===== config.mk =====
export PLATFORM = sky130hd
export DESIGN_NAME = multi_button_integrating_debouncer_top
export DESIGN_NICKNAME = d
export VERILOG_FILES = /design/src/rtl/core/mbid_pkg.sv /design/src/rtl/core/multi_button_integrating_debouncer_top.sv
export SDC_FILE = /design/constraint.sdc
export NUM_CORES = 1
export LEC_CHECK = 0
export BUFFER_PORTS_ARGS = -buffer_cell sky130_fd_sc_hd__buf_2
export CORE_ASPECT_RATIO = 0.9
export CORE_MARGIN = 10
export CORE_UTILIZATION = 43
export CTS_CLUSTER_SIZE = 40
export DETAILED_ROUTE_END_ITERATION = 16
export GPL_TIMING_DRIVEN = 0
export SLEW_MARGIN = 20
export SYNTH_ARGS = -nofsm -noshare
export SYNTH_HDL_FRONTEND = slang
export SYNTH_SLANG_ARGS = --single-unit

===== constraint.sdc =====
create_clock -name aclk -period 4 [get_ports aclk]
set_clock_uncertainty 0.15 [all_clocks]
set_input_delay 0 -clock aclk [delete_from_list [all_inputs] [get_ports aclk]]
set_output_delay 0 -clock aclk [all_outputs]
set_load 0.05 [all_outputs]

===== src/rtl/core/mbid_pkg.sv =====
// ----------------------------------------------------------------------------
// mbid_pkg
// shared constants for the multi-button integrating debouncer
// ----------------------------------------------------------------------------
`default_nettype none

package mbid_pkg;

    localparam int NUM_FRETS_DEF = 5;
    localparam int CNT_W         = 4;
    localparam logic [CNT_W-1:0] THRESHOLD_RESET = 4'd3;
    localparam logic [CNT_W-1:0] THRESHOLD_MIN   = 4'd1;

endpackage

`default_nettype wire


===== src/rtl/core/multi_button_integrating_debouncer_top.sv =====
// ----------------------------------------------------------------------------
// multi_button_integrating_debouncer_top
// integrating up/down counter debouncer for fret and strum buttons, with a
// lowest-held-fret encoder; one result per sampling tick
// ----------------------------------------------------------------------------
// channel   dir  tdata fields (lsb first)
// s_        in   raw_buttons[NUM_FRETS:0]
// m_        out  press_mask, release_mask, held_mask, strum_pressed,
//                strum_released, current_fret, fret_changed
// cfg_wr_   in   debounce_threshold[3:0]
//
// one request per cycle sustained while m_tready stays high; stages: input
// register, then the counter update and fret encoder, then the result register.
// aresetn clears counters, debounced state, previous fret (none) and sets the
// threshold to 3.
// a stalled result holds in the result register while the input register
// still takes one more request.
// ----------------------------------------------------------------------------
`default_nettype none

module multi_button_integrating_debouncer_top #(
    parameter int NUM_FRETS = mbid_pkg::NUM_FRETS_DEF
) (
    input  wire logic                  aclk,
    input  wire logic                  aresetn,

    input  wire logic                  cfg_wr_en,
    input  wire logic [mbid_pkg::CNT_W-1:0] cfg_wr_data,  // debounce_threshold

    input  wire logic                  s_tvalid,
    output      logic                  s_tready,
    input  wire logic [((NUM_FRETS+8)/8)*8-1:0] s_tdata,  // raw_buttons, zero pad

    output      logic                  m_tvalid,
    input  wire logic                  m_tready,
    // press_mask, release_mask, held_mask, strum_pressed, strum_released,
    // current_fret, fret_changed, zero pad
    output      logic [((3*NUM_FRETS+3+$clog2(NUM_FRETS+1)+7)/8)*8-1:0] m_tdata
);

    localparam int CNT_W    = mbid_pkg::CNT_W;
    localparam int NCH      = NUM_FRETS + 1;
    localparam int FRET_W   = $clog2(NUM_FRETS + 1);
    localparam int OUT_BITS = 3*NUM_FRETS + 3 + FRET_W;
    localparam int OUT_DW   = ((OUT_BITS + 7) / 8) * 8;
    localparam logic [FRET_W-1:0] NO_FRET = FRET_W'(NUM_FRETS);

    logic [CNT_W-1:0]     thr_reg;
    logic [CNT_W-1:0]     thr_eff;

    logic                 in_valid_reg, in_valid_next;
    logic [NCH-1:0]       in_raw_reg;

    logic [CNT_W-1:0]     cnt_reg  [NCH];
    logic [CNT_W-1:0]     cnt_next [NCH];
    logic [NCH-1:0]       deb_reg, deb_next;
    logic [NCH-1:0]       press_vec, release_vec;
    logic [FRET_W-1:0]    prev_fret_reg;
    logic [FRET_W-1:0]    low_fret;
    logic                 fret_chg;

    logic                 out_valid_reg, out_valid_next;
    logic [OUT_DW-1:0]    out_data_reg, out_data_next;

    logic                 s_fire;
    logic                 advance;

    assign thr_eff  = (thr_reg == '0) ? mbid_pkg::THRESHOLD_MIN : thr_reg;
    assign advance  = in_valid_reg && (!out_valid_reg || m_tready);
    assign s_tready = !in_valid_reg || advance;
    assign s_fire   = s_tvalid && s_tready;
    assign m_tvalid = out_valid_reg;
    assign m_tdata  = out_data_reg;

    // per-channel integrating counters
    always_comb begin
        for (int i = 0; i < NCH; i++) begin
            cnt_next[i] = cnt_reg[i];
            if (in_raw_reg[i]) begin
                if (cnt_reg[i] < thr_eff) begin
                    cnt_next[i] = cnt_reg[i] + 1'b1;
                end
            end else if (cnt_reg[i] != '0) begin
                cnt_next[i] = cnt_reg[i] - 1'b1;
            end
            deb_next[i]    = deb_reg[i];
            press_vec[i]   = 1'b0;
            release_vec[i] = 1'b0;
            if (cnt_next[i] >= thr_eff && !deb_reg[i]) begin
                deb_next[i]  = 1'b1;
                press_vec[i] = 1'b1;
            end else if (cnt_next[i] == '0 && deb_reg[i]) begin
                deb_next[i]    = 1'b0;
                release_vec[i] = 1'b1;
            end
        end
    end

    // lowest held fret
    always_comb begin
        low_fret = NO_FRET;
        for (int i = NUM_FRETS - 1; i >= 0; i--) begin
            if (deb_next[i]) begin
                low_fret = FRET_W'(i);
            end
        end
        fret_chg = (low_fret != prev_fret_reg);
    end

    always_comb begin
        out_data_next = '0;
        out_data_next[OUT_BITS-1:0] = {fret_chg, low_fret,
                                       release_vec[NUM_FRETS], press_vec[NUM_FRETS],
                                       deb_next[NUM_FRETS-1:0],
                                       release_vec[NUM_FRETS-1:0],
                                       press_vec[NUM_FRETS-1:0]};
    end

    always_comb begin
        in_valid_next = in_valid_reg;
        if (s_fire) begin
            in_valid_next = 1'b1;
        end else if (advance) begin
            in_valid_next = 1'b0;
        end
        out_valid_next = out_valid_reg;
        if (advance) begin
            out_valid_next = 1'b1;
        end else if (m_tready) begin
            out_valid_next = 1'b0;
        end
    end

    always_ff @(posedge aclk) begin
        if (!aresetn) begin
            thr_reg       <= mbid_pkg::THRESHOLD_RESET;
            in_valid_reg  <= 1'b0;
            out_valid_reg <= 1'b0;
            deb_reg       <= '0;
            prev_fret_reg <= NO_FRET;
            for (int i = 0; i < NCH; i++) begin
                cnt_reg[i] <= '0;
            end
        end else begin
            if (cfg_wr_en) begin
                thr_reg <= cfg_wr_data;
            end
            in_valid_reg  <= in_valid_next;
            out_valid_reg <= out_valid_next;
            if (advance) begin
                deb_reg       <= deb_next;
                prev_fret_reg <= low_fret;
                for (int i = 0; i < NCH; i++) begin
                    cnt_reg[i] <= cnt_next[i];
                end
            end
        end
    end

    always_ff @(posedge aclk) begin
        if (s_fire) begin
            in_raw_reg <= s_tdata[NCH-1:0];
        end
        if (advance) begin
            out_data_reg <= out_data_next;
        end
    end

    // a channel never reports press and release on the same tick
    a_press_release_excl: assert property (@(posedge aclk) disable iff (!aresetn)
        advance |-> ((press_vec & release_vec) == '0))
        else $error("press and release on same channel");

    // stored fret code stays within range
    a_prev_fret_range: assert property (@(posedge aclk) disable iff (!aresetn)
        prev_fret_reg <= NO_FRET)
        else $error("previous fret out of range");

    // newly set debounced bits are exactly the press flags
    a_deb_set: assert property (@(posedge aclk) disable iff (!aresetn)
        advance |=> ((deb_reg & ~$past(deb_reg)) == $past(press_vec)))
        else $error("debounced set without press");

    // a full input stage behind a stalled result holds off new requests
    a_stall_hold: assert property (@(posedge aclk) disable iff (!aresetn)
        (in_valid_reg && out_valid_reg && !m_tready) |-> !s_tready)
        else $error("request accepted while both stages full");

    // a result leaves the result register only after it is taken
    a_out_hold: assert property (@(posedge aclk) disable iff (!aresetn)
        (out_valid_reg && !m_tready) |=> (out_valid_reg && $stable(out_data_reg)))
        else $error("stalled result changed");

endmodule

`default_nettype wire

==> impl_metrics.py, run 1 <==
metrics = {
    "sta": {
        "finalCriticalPeriod_ps": 4085,
        "max_slew.worst_pin.slew_ps": 715.8,
        "achievable-frequency_ghz": 0.2448,
        "setup_tns_ps": -85.29,
        "grt_setup_unrepaired": "true",
        "setup_viol": 1,
        "maxSlewHeadroom": 0.5211,
        "layout_worst_path_cycle_share": 1.021,
        "timing_max_transition_violations_final": 0,
        "worst_slack_ps": -85.29,
        "final-hold-violation-count": 0,
        "hold_ws_ps": 227.7,
    },
    "worst_setup_path": {
        "worstPathArrival_ps": 4000,
        "critPathRequiredTime_ps": 3920,
        "timing_worst_setup_path_type": "flop to flop",
        "worstSetupEndpointType": "flop",
        "critical_path_peak_fanout": 5,
        "start_kind": "flop",
    },
    "yosys": {
        "post_synth.cell_area_avg_um2": 9.629,
        "ys_warn_count": 0,
        "synthFlopType": "edfxtp_1",
        "synth.top_cell.area_share": 0.3226,
        "synth_area_mm2": 0.004747,
        "synth-seq-area-share": 0.3859,
        "synth_enable_flop_cells": 51,
        "synth.ff_latch_count": 66,
        "syn_inst": 493,
        "synth.largest_area_cell": "edfxtp_1",
        "synth_cell_types": 65,
        "postSynth.asyncResetShare": 0,
        "yosys-top-cells-area": "edfxtp_1, ha_1, dfxtp_1, nor2_1, inv_1",
    },
    "cts": {
        "cts_made_buffers": 9,
        "clockRootBuffer": "clkbuf_16",
        "clock_path_buffers": 2,
        "clk_transition_reported_paths_ps": 60,
        "clk-insertion-delay-late_ps": 330,
        "clock_sink_count": 66,
        "cts_tree": "built",
        "cts_htree_levels": 3,
    },
    "pwr": {
        "powerDensity_mw_per_mm2": 389.2,
        "leakage_nw": 2.580,
        "worst_ir_drop_vdd_mv": 0.2327,
    },
    "placed_design": {
        "hpwlAfterDp_um": 8755,
        "buffer_ports.inserted": 36,
        "placement.setup.worst_slack_ps": -769.2,
        "gpl.final_weighted_congestion": 0.8513,
        "post_dp_cell_area_mm2": 0.005137,
    },
    "floorplanning": {
        "top_level_ports": 43,
        "design.die.area_mm2": 0.01565,
        "core_mm2": 0.01081,
        "initial_utilization": 0.4391,
        "std_cell_rows": 36,
        "die_width_um": 130.8,
        "die_boundary_height_um": 119.7,
    },
    "finish": {
        "filler_cell_count": 964,
        "post-route-util": 0.5666,
        "fin_nets": 668,
        "mostFrequentLayoutCells": "ha_1, edfxtp_1, nor2_1",
        "area_delta_synth_final_pct": 29.02,
        "finalInstanceArea_mm2": 0.006125,
        "area_occupied_by_multi_input_gates_mm2": 0.002973,
        "post_route_cells_drive_above_1_share": 0.2525,
        "max_reg_flops": 24,
        "register_cell_area_after_layout_mm2": 0.001843,
        "antenna_cells": 0,
    },
    "status": {
        "run_status": "finished with violations",
        "violations_in_the_final_reports": "negative setup slack",
    },
    "detailed_routing": {
        "initialDrtViolationCount": 259,
        "drt_wl_total_um": 13150,
        "via_per_inst": 5.746,
        "vias": 4223,
        "wire_per_inst_um": 17.89,
        "detailedRoute.firstPassIterationCount": 5,
        "route.antenna.remaining_nets": 0,
        "remaining_drc_errors": 0,
    },
    "grt": {
        "pin_count_of_the_biggest_net_entering_global_routing": 26,
        "grt_pass1_vias": 4271,
        "globalRouteOverflowTotal": 0,
        "track_usage": 0.1702,
        "grt_antenna_before_repair": 0,
        "first_pass_grt_wire_length_um": 21220,
    },
    "min_path": {
        "worst_hold_path_type": "primary input to flop",
    },
    "run": {
        "drv_cap": 0,
    },
}
-- cell families after synthesis --
kind of cell | synth area share
AND/OR/NAND/NOR | 0.1993
AO/OA/AOI/OAI | 0.2090
flip-flops | 0.3859
adder cells (fa/ha/maj) | 0.1423
buffers and inverters | 0.04033
multiplexers | 0.01687
XOR/XNOR | 0.005536
other | 0.0007900
-- routing by layer --
| layer | routed length (um) | track usage | share of wire |
|---|---|---|---|
| met3 | 693 | 0.03873 | 0.053 |
| met1 | 5793 | 0.2034 | 0.44 |
| met2 | 6390 | 0.2921 | 0.49 |
| met5 | 0 | 0 | 0 |
| met4 | 270 | 0.05903 | 0.021 |
-- repair_timing --
action | 4_1_cts | 5_1_grt
setup buffers | 33 | 2
setup endpoints to repair | 9 | 3
hold buffers | 19 | 0
pin swaps | 22 | 9
endpoints found under the hold margin | 14 | 0
cloned | 0 | 0
gates resized for setup | 56 | 13
-- where the power goes --
part	switching, mW	total (mW)	leakage (nW)	internal (mW)
Clock	0.286	0.701	0.130	0.415
Combinational	0.477	0.825	1.82	0.348
Sequential	0.0486	0.858	0.633	0.809
Total	0.811	2.38	2.58	1.57
-- final cells by class --
class                      count  area share
clock inverter                 4    0.003269
clock buffer                  12     0.03861
inverter                      36     0.02451
tap                          133     0.02717
buffer                        12     0.01103
sequential                    66      0.3009
timing repair buffer          91      0.1091
multi-input combinational    381      0.4854
-- path summary, 6_finish.rpt --
| path | start | endpoint | slack (ps) | depth (start not counted) |
|---|---|---|---|---|
| setup reg to reg | thr_reg[1] | m_tdata[20] | -90 | 15 |
| setup / recovery | thr_reg[1] | m_tdata[20] | -90 | 15 |
| hold / removal | s_tdata[4] | in_raw_reg[4] | 230 | 2 |
| hold reg to reg | prev_fret_reg[0] | prev_fret_reg[0] | 360 | 2 |
-- stage by stage --
| stage | std cells | power [mW] |
|---|---|---|
| global route | 735 | 2.511 |
| floorplan | 495 | 1.364 |
| detailed placement | 665 | 1.532 |
| CTS | 733 | 2.367 |
| global placement | 664 | 1.503 |
| finish | 735 | 2.384 |
-- synthesized netlist by cell type (12+ instances only) --
library cell,number
o21ai_0,25
nor2_1,39
nand2_1,33
ha_1,54
dfxtp_1,15
nand3_1,12
nand2b_1,15
edfxtp_1,51
a21oi_1,21
nor2b_1,12
inv_1,35
a21o_1,14
-- worst max-delay path, stage by stage (launching register included) --
cell and delay (ps):
dfxtp_4 370, buf_4 150, or4_4 530, a311oi_4 270, nor2_2 110, o211ai_1 310, o21ai_4 150, ha_1 320
a21o_1 170, a21oi_2 160, nand2b_1 110, o31ai_4 100, inv_2 80, or4_4 540, o311ai_4 210, nand3_1 90
Power figures use the tool's default switching activity.
==> inputs of run 2 (changes only) <==
--- a/config.mk
+++ b/config.mk
@@ -8,10 +8,11 @@
 export BUFFER_PORTS_ARGS = -buffer_cell sky130_fd_sc_hd__buf_2
 export CORE_ASPECT_RATIO = 0.9
 export CORE_MARGIN = 10
-export CORE_UTILIZATION = 43
+export CORE_UTILIZATION = 30
 export CTS_CLUSTER_SIZE = 40
 export DETAILED_ROUTE_END_ITERATION = 16
 export GPL_TIMING_DRIVEN = 0
+export REMOVE_ABC_BUFFERS = 1
 export SLEW_MARGIN = 20
 export SYNTH_ARGS = -nofsm -noshare
 export SYNTH_HDL_FRONTEND = slang
==> constraint.sdc (replaced) <==
create_clock -name aclk -period 5.1 [get_ports aclk]
set_clock_uncertainty 0.15 [all_clocks]
set_input_delay 0 -clock aclk [delete_from_list [all_inputs] [get_ports aclk]]
set_output_delay 0 -clock aclk [all_outputs]
set_load 0.05 [all_outputs]
==> run 2 against run 1 <==
  * The run now ends clean
  * Worst hold slack better by 3.2 ps
  * Global-route usage is 5.7 points lower
  * Die area is 36% higher
  * Wire length is 6.0% lower
  * Register-to-register slack better by 470 ps
  * Clock power is 12% lower
  * Worst setup slack better by 470 ps
  * Via count is 5.4% lower
  * Maximum frequency is 13% lower
  * Non-clock buffer count is 39 lower
  * Flip-flop and latch count stayed put
  * Critical endpoint unchanged
  * Largest power group unchanged
==> impl_metrics.py, run 2 (synthesis results as in run 1) <==
metrics = {
    "finish": {
        "post-route-util": 0.3689,
        "mostFrequentLayoutCells": "ha_1, edfxtp_1, nor2_1",
        "fin_nets": 629,
        "post_route_cells_drive_above_1_share": 0.1528,
        "final_common_cell": "ha_1",
        "max_reg_flops": 24,
        "antenna_cells": 0,
        "area_delta_synth_final_pct": 20.01,
    },
    "min_path": {
        "worst_hold_path_type": "primary input to flop",
    },
    "worst_setup_path": {
        "reg2reg_setup_slack_ps": 380,
        "crit_slowest_cell": "or4_4",
        "timing.critical_path.from": "thr_reg[1]",
        "critPathRequiredTime_ps": 5020,
        "setup.worst_path.end": "m_tdata[20]",
        "timing.reg2reg.worst_path_depth": 16,
        "worstPathCellList": "inv_1 -> ha_1 -> or2_2 -> a311oi_2 -> nor2_1 -> o22a_1 -> o21ai_1 -> ha_1 -> a21o_1 -> a21oi_1 -> nand2b_1 -> o31ai_4 -> inv_1 -> or4_4 -> o311ai_2 -> nand3_1",
        "critical_path_peak_fanout": 8,
        "reg2reg_from": "thr_reg[1]",
        "timing_worst_setup_path_type": "flop to flop",
        "worstSetupEndpointType": "flop",
        "start_kind": "flop",
        "critical-path-max-stage-delay_ps": 550,
        "worstReg2RegEnd": "m_tdata[20]",
        "worstPathArrival_ps": 4640,
    },
    "grt": {
        "globalRouteOverflowTotal": 0,
        "track_usage": 0.1134,
        "grt_antenna_before_repair": 0,
        "first_pass_grt_wire_length_um": 20320,
        "grt_pass1_vias": 4079,
        "pin_count_of_the_biggest_net_entering_global_routing": 36,
    },
    "run": {
        "drv_cap": 0,
    },
    "sta": {
        "setup_viol": 0,
        "timing_max_transition_violations_final": 0,
        "setup_tns_ps": 0,
        "layout_worst_path_cycle_share": 0.9255,
        "finalCriticalPeriod_ps": 4720,
        "grt_setup_unrepaired": "false",
        "maxSlewHeadroom": 0.4851,
        "achievable-frequency_ghz": 0.2119,
        "final-hold-violation-count": 0,
        "max_slew.worst_pin.slew_ps": 770.5,
    },
    "detailed_routing": {
        "initialDrtViolationCount": 270,
        "via_per_inst": 5.221,
        "wire_per_inst_um": 16.15,
        "remaining_drc_errors": 0,
        "vias": 3994,
        "route.antenna.remaining_nets": 0,
        "detailedRoute.firstPassIterationCount": 5,
        "drt_wl_total_um": 12360,
    },
    "placed_design": {
        "hpwlAfterDp_um": 8680,
        "buffer_ports.inserted": 37,
        "gpl.final_weighted_congestion": 0.8588,
    },
    "floorplanning": {
        "die_boundary_height_um": 139.3,
        "design.die.area_mm2": 0.02126,
        "std_cell_rows": 43,
        "initial_utilization": 0.3074,
        "core_mm2": 0.01544,
        "top_level_ports": 43,
        "die_width_um": 152.6,
    },
    "pwr": {
        "switching_share": 0.3330,
        "worst_ir_drop_vdd_mv": 0.1993,
        "power.share.combinational": 0.289,
        "p_int_mw": 1.217,
        "powerDensity_mw_per_mm2": 320.3,
        "power_frac_clock": 0.337,
        "leakage_nw": 2.360,
        "netSwitchingPower_uw": 607.6,
        "power.share.sequential": 0.374,
    },
    "cts": {
        "cts_tree": "built",
        "clock_sink_count": 66,
        "cts_made_buffers": 9,
        "clk-insertion-delay-late_ps": 330,
        "clockRootBuffer": "clkbuf_16",
        "clk_transition_reported_paths_ps": 60,
        "clock_path_buffers": 2,
        "cts_htree_levels": 3,
    },
    "status": {
        "run_status": "completed",
    },
}
==> run 2: cell count changes in the layout (fill, tap and decap cells not counted), moves of 3 or more <==
cell / change
or4_4: -3
o21ai_0: +6
dfxtp_4: -3
dfxtp_1: +3
ha_1: +3
buf_4: -30
o21ai_2: -5
nor3b_1: +3
clkbuf_1: -10
a21oi_2: -5
a21oi_1: +5
==> run 2: final cells by class <==
cell class | count | area [um^2]
inverters | 36 | 138.9
repair buffers | 64 | 440.4
flip-flops and latches | 66 | 1832
well taps | 202 | 252.7
clock inverters | 7 | 70.07
multi-input cells | 381 | 2738
clock buffers | 9 | 225.2
fillers | 1516 | 9744
==> run 2: layer usage <==
metal	global-route usage	part of all wire	up-vias
met5	0	0	-
met4	0.03661	0.016	0
met3	0.02372	0.037	16
met2	0.1985	0.49	90
met1	0.1351	0.45	1912
li1	-	-	1976
==> run 2: worst min-delay path by stage <==
stage,from,end,depth (start not counted),slack (ps)
5_1_grt,s_tdata[2],in_raw_reg[2],2,240
3_5_place_dp,s_tdata[0],in_raw_reg[0],1,30
6_report,s_tdata[3],in_raw_reg[3],2,230
4_1_cts,s_tdata[5],in_raw_reg[5],2,220
2_1_floorplan,aresetn,thr_reg[0],1,-90
3_3_place_gp,s_tdata[2],in_raw_reg[2],1,30
==> run 2: stage by stage <==
step | power [mW] | worst slack, ps | area, um^2 | std cells | hold WS (ps)
6_report | 1.825 | 380.0 | 5697 | 765 | 230.9
4_1_cts | 1.825 | 285.2 | 5644 | 759 | 224.4
5_1_grt | 1.925 | 71.10 | 5697 | 765 | 236.8
3_5_place_dp | 1.195 | 327.6 | 5139 | 722 | 29.07
3_3_place_gp | 1.171 | 331.4 | 5136 | 722 | 28.30
2_1_floorplan | 1.063 | 1026 | 4698 | 483 | -88.06
==> run 2: timing repair <==
action,CTS,global route
hold buffers,21,0
buffers inserted,0,6
hold endpoints to repair,13,0
resized for setup,0,2
setup endpoints to repair,0,1
==> run 2: power groups by stage <==
stage               clock (mW)  combinational [mW]  sequential [mW]
finish                   0.615               0.527            0.682
global route             0.650               0.587            0.689
global placement             0               0.482            0.689
floorplan                    0               0.331            0.732
detailed placement           0               0.503            0.692
CTS                      0.624               0.520            0.681
==> run 2: critical path, delay by kind of cell (launching register included) <==
family	cells	cell delay (ps)
flops	1	510
compound gates	7	1500
buf+inv	2	460
fa+ha+maj	2	600
simple gates	5	1230
